## src/tds_pkg.sv

```systemverilog
`default_nettype none
package tds_pkg;
  localparam int MAX_ROWS  = 64;
  localparam int WORD_BITS = 32;
  localparam int FRAC_BITS = 16;
  localparam int IN_BITS   = 32;
  localparam int IDX_BITS  = 6;

  typedef struct packed {
    logic zero_div;
    logic sat;
  } tds_flags_t;
endpackage
`default_nettype wire

```

## src/tds_div.sv

```systemverilog
`default_nettype none
// Restoring divider, one quotient bit a cycle. Quotient = trunc(num*2^F/den), saturated.
module tds_div #(
  parameter int WORD_BITS = 32,
  parameter int FRAC_BITS = 16
) (
  input  wire logic                        clk,
  input  wire logic                        rst,
  input  wire logic                        start,
  input  wire logic signed [WORD_BITS-1:0] num,
  input  wire logic signed [WORD_BITS-1:0] den,
  output logic                             done,
  output logic signed [WORD_BITS-1:0]      quo,
  output tds_pkg::tds_flags_t              flags
);
  localparam int NB = WORD_BITS + FRAC_BITS;
  localparam int CB = $clog2(NB + 1);
  logic [NB-1:0]      dividend;
  logic [NB-1:0]      q;
  logic [WORD_BITS:0] rem;
  logic [WORD_BITS:0] dmag;
  logic               neg;
  logic               busy;
  logic [CB-1:0]      cnt;
  logic [WORD_BITS+1:0] trial;
  logic [NB:0]        qs;
  logic [NB:0]        lim;

  assign trial = {rem, dividend[NB-1]} - {1'b0, dmag};

  always_comb begin
    qs  = neg ? -{1'b0, q} : {1'b0, q};
    lim = neg ? {{(NB-WORD_BITS+1){1'b1}}, 1'b1, {(WORD_BITS-1){1'b0}}}
              : {{(NB-WORD_BITS+2){1'b0}}, {(WORD_BITS-1){1'b1}}};
  end

  always_ff @(posedge clk) begin
    if (rst) begin
      busy <= 1'b0;
      done <= 1'b0;
    end else begin
      done <= 1'b0;
      if (start) begin
        if (den == '0) begin
          done  <= 1'b1;
          quo   <= '0;
          flags <= '{zero_div: 1'b1, sat: 1'b0};
        end else begin
          busy     <= 1'b1;
          cnt      <= CB'(NB);
          neg      <= num[WORD_BITS-1] ^ den[WORD_BITS-1];
          // the most negative num negates to itself, which reads as 2^(W-1) unsigned
          dividend <= {(num[WORD_BITS-1] ? -num : num), {FRAC_BITS{1'b0}}};
          dmag     <= den[WORD_BITS-1] ? -{den[WORD_BITS-1], den} : {1'b0, den};
          rem      <= '0;
          q        <= '0;
        end
      end else if (busy) begin
        if (cnt == '0) begin
          busy <= 1'b0;
          done <= 1'b1;
          if (!neg && q > lim[NB-1:0]) begin
            quo <= {1'b0, {(WORD_BITS-1){1'b1}}}; flags <= '{zero_div: 1'b0, sat: 1'b1};
          end else if (neg && q > {{(NB-WORD_BITS){1'b0}}, 1'b1, {(WORD_BITS-1){1'b0}}}) begin
            quo <= {1'b1, {(WORD_BITS-1){1'b0}}}; flags <= '{zero_div: 1'b0, sat: 1'b1};
          end else begin
            quo <= qs[WORD_BITS-1:0]; flags <= '0;
          end
        end else begin
          cnt      <= cnt - 1'b1;
          dividend <= dividend << 1;
          if (!trial[WORD_BITS+1]) begin
            rem <= trial[WORD_BITS:0];
            q   <= {q[NB-2:0], 1'b1};
          end else begin
            rem <= {rem[WORD_BITS-1:0], dividend[NB-1]};
            q   <= {q[NB-2:0], 1'b0};
          end
        end
      end
    end
  end
endmodule
`default_nettype wire

```

## config.mk

```make
export PLATFORM = sky130hd
export DESIGN_NAME = tds_div
export DESIGN_NICKNAME = d
export VERILOG_FILES = /design/src/tds_pkg.sv /design/src/tds_div.sv
export SDC_FILE = /design/constraint.sdc
export NUM_CORES = 1
export LEC_CHECK = 0
export ABC_AREA = 1
export BUFFER_PORTS_ARGS = -buffer_cell sky130_fd_sc_hd__clkbuf_2
export CORE_MARGIN = 4
export CORE_UTILIZATION = 50
export DETAILED_ROUTE_END_ITERATION = 12
export PLACE_DENSITY = 0.78
export REMOVE_ABC_BUFFERS = 1
export SLEW_MARGIN = 20
export SYNTH_ARGS = -nofsm -noshare
export SYNTH_HDL_FRONTEND = slang
export SYNTH_SLANG_ARGS = --single-unit
```

## constraint.sdc

```tcl
create_clock -name clk -period 9.11 [get_ports clk]
set_input_delay 0.4555 -clock clk [delete_from_list [all_inputs] [get_ports clk]]
set_output_delay 0.4555 -clock clk [all_outputs]
set_load 0.05 [all_outputs]
```

# Yosys cells after proc, flatten, opt, wreduce, memory -nomap -nowiden
# Cells that the tools add are included.
[totals] reg_bits=205 output_inout_bits=35
[op_classes] add_sub_neg=5 magnitude_cmp=2 n_eq_ne=3 mux=42 n_bitwise=3 n_reduce_logical=10
[op_table] cell="$mux W48" n=9
[op_table] cell="$mux W32" n=8
[op_table] cell="$mux W33" n=5
[op_table] cell="$neg A32 Y32" n=2
[op_table] cell="$gt A48 B32 Y1 const B" n=1
[op_table] cell="$gt A48 B48 Y1" n=1
[op_table] cell="$sub A34 B33 Y34" n=1
[op_table] cell="$neg A33 Y33" n=1
[op_table] cell="$logic_not A32 Y1" n=1
[op_table] cell="$mux W31" n=1
[op_table] cell="$mux W6" n=4
[op_table] cell="$mux W1" n=11
[op_table] cell="$mux W2" n=4
[op_table] cell="$reduce_and A4 Y1" n=2
[op_table] cell="$logic_not A6 Y1" n=1
[op_table] cell="$sub A6 B1 Y6 const B" n=1
[op_table] cell="$ne A2 B2 Y1 const B" n=2
[op_table] cell="$reduce_bool A2 Y1" n=2
[op_table] cell="$reduce_and A3 Y1" n=1
[op_table] cell="$logic_and A1 B1 Y1" n=2
[op_table] cell="$ne A2 B1 Y1 const B" n=1
[op_table] cell="$not A1 Y1" n=2
[op_table] cell="$logic_not A1 Y1" n=1
[op_table] cell="$xor A1 B1 Y1" n=1

# Logic depth before layout (Yosys ltp)
# Gate-level depths: netlist (run 1).
[depth] depth_word=7 ltp_mapped=17 depth_no_buf=17

# Worst setup path before layout (run 1)
# No wires, ideal clock.
[synth_path] path_kind="input port to flip-flop" start="in den[0]" end="reg cnt[0], enable pin" setup_time_ps=600 t_arrival_ps=6301 t_required_ps=8510 path_slack_ps=2209 path_stages=11 path_cell_list="inv_1 > ha_1 > nand4_1 > nor2_1 > nand3_1 > nor2_1 > nand3_1 > nor3_1 > nand2_1 > nand2_1 > nor2_1"
[synth_via] elab_chain_len=3
[synth_rtl] item="start, declared" line="tds_div.sv:11" text="input wire logic signed [WORD_BITS-1:0] den,"
[synth_rtl] item="$logic_not A32 Y1" line="tds_div.sv:44" text="if (den == '0) begin"
[synth_rtl] item="$ne A2 B2 Y1 (no line)"
[synth_rtl] item="$reduce_and A4 Y1 (no line)"
[synth_rtl] item="end signal, assigned" line="tds_div.sv:50" text="cnt <= CB'(NB);"
[synth_rtl] item="end signal, assigned" line="tds_div.sv:70" text="cnt <= cnt - 1'b1;"
[synth_rtl] item="end, declared" line="tds_div.sv:24" text="logic [CB-1:0] cnt;"
# Every way passes these cells.
# A chain may end at the register's enable or synchronous reset.

# Final worst setup path (run 1)
[layout_path] start="reg neg" end="reg quo[2] (data pin)"
[layout_via] elab_chain_len=7 elab_cells_between_ends=11 cone_classes="1 x order compare; 7 x mux; 3 x reduce/logical"
[layout_rtl] item="start, declared" line="tds_div.sv:22" text="logic neg;"
[layout_rtl] item="start signal, assigned" line="tds_div.sv:51" text="neg <= num[WORD_BITS-1] ^ den[WORD_BITS-1];"
[layout_rtl] item="$mux W48" line="tds_div.sv:33" text="lim = neg ? {{(NB-WORD_BITS+1){1'b1}}, 1'b1, {(WORD_BITS-1){1'b0}}}"
[layout_rtl] item="$gt A48 B48 Y1" line="tds_div.sv:62" text="if (!neg && q > lim[NB-1:0]) begin"
[layout_rtl] item="$logic_and A1 B1 Y1" line="tds_div.sv:62"
[layout_rtl] item="$mux W32 *" line="tds_div.sv:62"
[layout_rtl] item="$mux W32 *" line="tds_div.sv:59" text="if (cnt == '0) begin"
[layout_rtl] item="$mux W32 *" line="tds_div.sv:58" text="end else if (busy) begin"
[layout_rtl] item="$mux W32 *" line="tds_div.sv:43" text="if (start) begin"
[layout_rtl] item="end signal, assigned" line="tds_div.sv:63" text="quo <= {1'b0, {(WORD_BITS-1){1'b1}}}; flags <= '{zero_div: 1'b0, sat: 1'b1};"
[layout_rtl] item="end signal, assigned" line="tds_div.sv:65" text="quo <= {1'b1, {(WORD_BITS-1){1'b0}}}; flags <= '{zero_div: 1'b0, sat: 1'b1};"
[layout_rtl] item="end, declared" line="tds_div.sv:13" text="output logic signed [WORD_BITS-1:0] quo,"
# Mark *: on every way between the ends. The rest lies on a longest branch, timed or not. The select of a mux whose other input is x is not followed.

==> implementation parameters, run 1 <==
Parameter                              Value

Yosys
  Commonest cells in the netlist    sky130_fd_sc_hd__nand2_1, sky130_fd_sc_hd__inv_1, sky130_fd_sc_hd__nor2_1
  Seq cells post-synth    approximately 190
  Top flip-flop cell by instance count after synthesis    sky130_fd_sc_hd__edfxtp_1
  Top post-synthesis cells by area    sky130_fd_sc_hd__edfxtp_1, sky130_fd_sc_hd__nand2_1, sky130_fd_sc_hd__inv_1
  Post-synthesis instance area    0.0137 mm2
  Synth cell types    around 40
  Post-synthesis cell count    around 1,800
  Library cell occupying the most area in the post-synthesis netlist    sky130_fd_sc_hd__edfxtp_1
  Mean instance size in the synthesized netlist    7.55 um2
  Post-synth top area share    0.409
  Fraction of the yosys area taken by sequential cells    0.412
  Synth warnings    0
  Fraction of registers with async set/reset    0
  Number of synthesized flops with an enable pin    approximately 190
  Most common cell in the synthesized netlist    sky130_fd_sc_hd__nand2_1

Detailed routing
  Number of search-and-repair iterations in the first detailed-routing pass    6
  Post-detailed-route via-to-cell ratio    between 5 and 6
  Number of nets with antenna violations after routing    0
  Detail-routed net length per standard cell    between 15 and 20 um
  Iteration-0 DRC count of the detailed router    843
  DRC violation count after routing    0
  Overall routed net length    34,000 um
  Number of vias after detailed routing    12,100

Global route
  First-pass GRT wire length    around 56,000 um
  Antenna violations before repair    2
  Via count of the first global-routing pass    11,900
  GRT Resource Usage Total    0.225
  Largest net degree at the start of global routing    between 70 and 80
  Sum of overflow across all layers after global routing    0

Worst setup path
  Total number of cells along the worst setup path    12
  FF-to-FF path depth    12
  Buffers plus inverters on the worst setup path    2
  First element of the critical path    neg
  Crit path capture    quo[2]
  Reg2Reg Launch Point    neg
  Critical path's largest stage delay    0.83 ns
  Terminus of the critical flop-to-flop path    quo[2]
  Kind of critical path    register to register
  Startpoint kind of the worst setup timing path    register
  Data required time of the worst path    9.23 ns
  Critical-path cell with the highest stage delay    sky130_fd_sc_hd__clkinv_1
  Endpoint kind of the worst setup timing path    register
  Slack of the worst reg-to-reg path    about 4.7 ns
  Critical-path cell list    buf_4 > clkinv_1 > ha_1 > nand2_1 > nor2_1 > nand4_1 > nor2_1 > nand2_1 > nor2_1 > a31oi_1 > nand3_1 > o21ai_0
  CP max FO    between 50 and 60
  Arrival time at the worst endpoint    between 4 and 5 ns
  Most numerous cell on the critical path    sky130_fd_sc_hd__nor2_1
  CP delay by family, top    simple AND/OR/NAND/NOR gates

CTS
  TritonCTS clock tree    built
  Maximum clock insertion buffer count    2
  Total clock buffers created by CTS    17
  Clock-pin slew of the registers on the worst-case setup and hold paths    approximately 0.08 ns
  Post-cts gate resize count    0
  Worst skew pair latency    approximately 0.45 ns
  Number of buffers inserted by post-CTS setup repair    0
  Count of hold-fix buffers inserted at cts    0
  Cell chosen for the clock root    sky130_fd_sc_hd__clkbuf_16
  Count of H-tree levels built during CTS    4
  Number of sinks driven by the clock tree    189

Die
  I/O pin total    102
  Site Rows    60
  Die area    0.0302 mm2
  Initial cell density of the core    0.509
  CORE AREA    around 0.027 mm2
  DIE HEIGHT    approximately 170 um
  X dimension of the die    between 150 and 200 um

Flow run
  Maximum capacitance violations    0

Timing
  Clk_skew    0.0185 ns
  Achievable clock frequency    around 230 MHz
  Period utilisation layout    0.487
  Shortest period the worst path allows    around 4.4 ns
  Measured slew at the worst slew-check pin    between 1 and 1.5 ns
  Worst slew margin relative to its limit    0.329
  Max Slew Vio Count    0
  Post-route worst hold slack    ~0.22 ns
  Final setup violation count    0
  Setup repair after global routing missed its margin    no
  Total count of hold-check failures in the final report    0
  Setup TNS after final layout    0 ns

Cells and area
  Number of standard cells in the final layout excluding fillers    about 2,300
  Relative area change from synthesis to final layout    10.7%
  Count of fill cells added during filler insertion    2,441
  Nets@finish    around 2,000
  Fraction of final layout cells with drive strength greater than 1    0.0932

Pwr
  Power density of the placed cells    roughly 170 mW/mm2
  Max IR drop VDD    0.107 mV
  Static Leakage    between 0.007 and 0.008 uW

Worst hold path
  Worst min-delay path class    input port to register

Place
  Final weighted congestion of routability-driven global placement    0.967
  DP Cell Count    between 2,000 and 2,500
  Port-buffer cells    between 100 and 150
  HPWL after detailed placement    25,500 um

Outcome
  Outcome    completed
-- worst min path at each step --
stage / depth (start not counted) / from / slack, ns / to
detailed placement: 2 / busy / 0.48 / busy
global placement: 2 / busy / 0.48 / busy
CTS: 1 / den[0] / 0.20 / dmag[0]
floorplan: 2 / busy / 0.45 / busy
finish: 1 / den[0] / 0.22 / dmag[0]
global route: 1 / den[0] / 0.21 / dmag[0]
-- report_power, final --
group / switching [uW] / internal, uW / leakage (uW)
sequential: 34.2 / 1040 / 0.00180
combinational: 451 / 227 / 0.00525
clock: 394 / 375 / 0.000294
-- worst reg2reg max path, stage by stage, from the launching register on --
cell and delay (ns):
sky130_fd_sc_hd__edfxtp_1 0.33, sky130_fd_sc_hd__buf_4 0.50, sky130_fd_sc_hd__clkinv_1 0.85, sky130_fd_sc_hd__ha_1 0.61, sky130_fd_sc_hd__nand2_1 0.07, sky130_fd_sc_hd__nor2_1 0.15, sky130_fd_sc_hd__nand4_1 0.12, sky130_fd_sc_hd__nor2_1 0.17
sky130_fd_sc_hd__nand2_1 0.07, sky130_fd_sc_hd__nor2_1 0.13, sky130_fd_sc_hd__a31oi_1 0.12, sky130_fd_sc_hd__nand3_1 0.73, sky130_fd_sc_hd__o21ai_0 0.30
-- layout make-up --
class	instances	area, um2	share of cell area
multi-input cells	1300	6810	0.448
flip-flops and latches	189	5660	0.373
inverters	291	1090	0.0720
repair buffers	108	578	0.0381
well taps	341	427	0.0281
clock buffers	17	425	0.0280
clock inverters	15	190	0.0125
diodes	2	5.00	0.000330
-- placed cells by master (no fill, tap or decap), drive strengths merged, types with 55 or more instances in the layout --
cell type / n
edfxtp: 187
ha: 86
xor2: 71
inv: 294
clkbuf: 117
o21ai: 79
nor2: 269
nand2: 498
nand3: 118
a21oi: 55
-- sequential cells by signal, summed over array words and instances (netlist names), 2 cells and up --
name	count
cnt	6
quo	32
q	48
flags	2
rem	33
dmag	33
dividend	32
-- metrics by stage --
step / total power, uW / setup slack (ns) / util / cell area, um2
after detailed placement: 1760 / 4.71 / 0.539 / 14500
after global routing: 2670 / 4.15 / 0.563 / 15200
after CTS: 2520 / 4.68 / 0.562 / 15100
final: 2520 / 4.67 / 0.563 / 15200
after global placement: 1740 / 4.97 / 0.539 / 14500
after floorplan: 1570 / 2.21 / - / 13500
-- per-layer routing --
| metal | share of wire | wire (um) | up-vias | global-route usage |
|---|---|---|---|---|
| li1 | - | - | 6032 | - |
| met5 | 0 | 0 | - | 0 |
| met1 | 0.42 | 14400 | 5643 | 0.282 |
| met2 | 0.49 | 16700 | 328 | 0.390 |
| met3 | 0.049 | 1660 | 81 | 0.0284 |
| met4 | 0.037 | 1260 | 0 | 0.0980 |
-- cell families after synthesis --
family / after synthesis / synth area share
AOI/OAI and AO/OA: 159 / 0.0617
xor gates and xnor gates: 90 / 0.0575
adders and majority gates: 87 / 0.0799
buffers and inverters: 329 / 0.0930
DFF: 189 / 0.412
other: 1 / 0.000273
and+or+nand+nor: 963 / 0.295
Power figures use the tool's default switching activity.
==> run 2: changes to the inputs <==
Settings changed: PLACE_DENSITY 0.78 to 0.81.
Clock period 9.11 ns to 3.9 ns, I/O delays scaled along.
==> implementation parameters, run 2 (same netlist as run 1, synthesis figures left out) <==
Parameter                              Value

Timing
  Setup repair after global routing missed its margin    no
  Setup TNS after final layout    0 ns
  Final setup violation count    0
  Worst slew margin relative to its limit    0.329
  Achievable clock frequency    between 300 and 400 MHz
  Max Slew Vio Count    0
  Total count of hold-check failures in the final report    0
  Period utilisation layout    0.827
  Measured slew at the worst slew-check pin    1.00 ns
  Post-route worst hold slack    ~0.025 ns
  Clk_skew    slightly above 0.02 ns
  Shortest period the worst path allows    ~3.2 ns

Worst setup path
  CP delay by family, top    simple AND/OR/NAND/NOR gates
  Critical-path cell with the highest stage delay    sky130_fd_sc_hd__dlygate4sd3_1
  Slack of the worst reg-to-reg path    around 0.88 ns
  Terminus of the critical flop-to-flop path    quo[16]
  FF-to-FF path depth    12
  Data required time of the worst path    3.98 ns
  Buffers plus inverters on the worst setup path    4
  Kind of critical path    input port to register
  Startpoint kind of the worst setup timing path    input port
  Arrival time at the worst endpoint    about 3.3 ns
  Reg2Reg Launch Point    neg
  Critical path's largest stage delay    0.54 ns
  CP max FO    34
  Critical-path cell list    dlygate4sd3_1 > clkbuf_2 > inv_1 > ha_1 > nand4_1 > nor2_1 > nand3_1 > nor2_1 > nand3_1 > nor3_1 > nand2_1 > a21oi_4 > buf_4
  Endpoint kind of the worst setup timing path    register

Place
  HPWL after detailed placement    approximately 25,000 um
  Port-buffer cells    101
  DP Cell Count    ~2,200
  Final weighted congestion of routability-driven global placement    roughly 0.94

Detailed routing
  Number of nets with antenna violations after routing    0
  Detail-routed net length per standard cell    14.9 um
  Overall routed net length    approximately 34,000 um
  Number of vias after detailed routing    12,100
  DRC violation count after routing    0
  Number of search-and-repair iterations in the first detailed-routing pass    7
  Post-detailed-route via-to-cell ratio    approximately 5.3
  Iteration-0 DRC count of the detailed router    between 900 and 1,000

Worst hold path
  Worst min-delay path class    input port to register
  Endpoint, Worst Hold    dividend[16]
  Count of cells along the worst hold path    3
  Startpoint of the lowest-slack hold path    num[0]

CTS
  Cell chosen for the clock root    sky130_fd_sc_hd__clkbuf_16
  Count of H-tree levels built during CTS    4
  Number of sinks driven by the clock tree    between 150 and 200
  Total clock buffers created by CTS    17
  Worst skew pair latency    ~0.45 ns
  TritonCTS clock tree    built
  Post-cts gate resize count    0
  Maximum clock insertion buffer count    2
  Clock-pin slew of the registers on the worst-case setup and hold paths    approximately 0.080 ns

Pwr
  Post-layout power    ~6000 uW
  Switching Power    approximately 2000 uW
  Clock Power Share    0.318
  Power density of the placed cells    around 390 mW/mm2
  Static Leakage    0.00739 uW
  Net switching fraction of the power    0.339
  Max IR drop VDD    around 0.25 mV
  Portion of total power attributed to sequential cells    0.418
  Proportion of power drawn by combinational gates    0.265
  Cell-internal power    roughly 4000 uW

Global route
  Largest net degree at the start of global routing    a little under 90
  Sum of overflow across all layers after global routing    0
  Via count of the first global-routing pass    approximately 12,000
  GRT Resource Usage Total    0.224
  Antenna violations before repair    4
  First-pass GRT wire length    approximately 56,000 um

Die
  I/O pin total    roughly 100
  CORE AREA    0.0270 mm2
  Initial cell density of the core    0.509
  Die area    0.0302 mm2
  DIE HEIGHT    between 150 and 200 um
  X dimension of the die    approximately 170 um
  Site Rows    60

Outcome
  Outcome    completed

Cells and area
  Registers with the most flip-flops    q (48), dmag (33), rem (33)
  Count of fill cells added during filler insertion    approximately 2,400
  Max FFs per register    between 40 and 50
  Relative area change from synthesis to final layout    11.4%
  Leading cell type in the layout, fill and taps excluded    sky130_fd_sc_hd__nand2_1
  Number of standard cells in the final layout excluding fillers    about 2,300
  Most used cells in the layout excluding fill and tap cells    sky130_fd_sc_hd__nand2_1, sky130_fd_sc_hd__inv_1, sky130_fd_sc_hd__nor2_1
  Nets@finish    between 2,000 and 2,500
  Fraction of final layout cells with drive strength greater than 1    0.0955
  Register bank with the most flops    q

Flow run
  Maximum capacitance violations    0
## run 2: cell types whose count changed in the layout (fill, tap and decap cells not counted), sizes merged
| cell | change |
|---|---|
| dlygate4sd3 | +1 |
| bufinv | +2 |
| inv | -1 |
| buf | +5 |
| clkinvlp | +1 |
| clkinv | -2 |
| diode | +2 |
## run 2: metrics by stage
stage                     area [um2]  utilization  setup slack (ns)
after floorplan                13500            -             -2.74
after global placement         14600        0.541             0.690
after detailed placement       14600        0.541             0.598
after CTS                      15200        0.566             0.502
after global routing           15300        0.567             0.329
final                          15300        0.567             0.677
## run 2: layout make-up
cell class	count	area, um2	share of cell area
Tap cell	341	427	0.0279
Antenna cell	4	10.0	0.000655
Multi-Input combinational cell	1300	6810	0.446
Clock inverter	15	226	0.0148
Inverter	291	1090	0.0715
Timing Repair Buffer	114	638	0.0417
Sequential cell	189	5660	0.370
Clock buffer	17	425	0.0278
## run 2: timing repair
action,in CTS,in global routing
setup endpoints to repair,0,0
hold buffers,1,0
buffers inserted,0,0
endpoints found under the hold margin,1,0
## run 2: worst max path at each step
| stage | to | cells past startpoint | start |
|---|---|---|---|
| CTS | dividend[42] | 14 | den[0] |
| floorplan | cnt[0] | 11 | den[0] |
| global placement | dividend[22] | 13 | den[0] |
| detailed placement | dividend[21] | 13 | den[0] |
| global route | quo[19] | 13 | den[0] |
| finish | quo[19] | 13 | den[0] |
## run 2: tightest hold or removal path: stages
cell and delay [ns]:
sky130_fd_sc_hd__clkbuf_2 0.09, sky130_fd_sc_hd__nand2_1 0.04, sky130_fd_sc_hd__inv_1 0.04
## run 2: per-layer routing
metal  vias to the layer above  wire length (um)  track usage
met2                       437             16700        0.387
li1                       6037                 -            -
met4                         0              1180        0.102
met1                      5555             14100        0.281
met3                        84              1840       0.0299
met5                         -                 0            0
## run 2: power by group through the flow
stage                     sequential, uW  clock, uW  combinational, uW
final                               2500       1910               1590
after global routing                2520       2000               1800
after CTS                           2500       1920               1570
after detailed placement            2550          0               1550
after global placement              2540          0               1510
after floorplan                     2550          0               1130
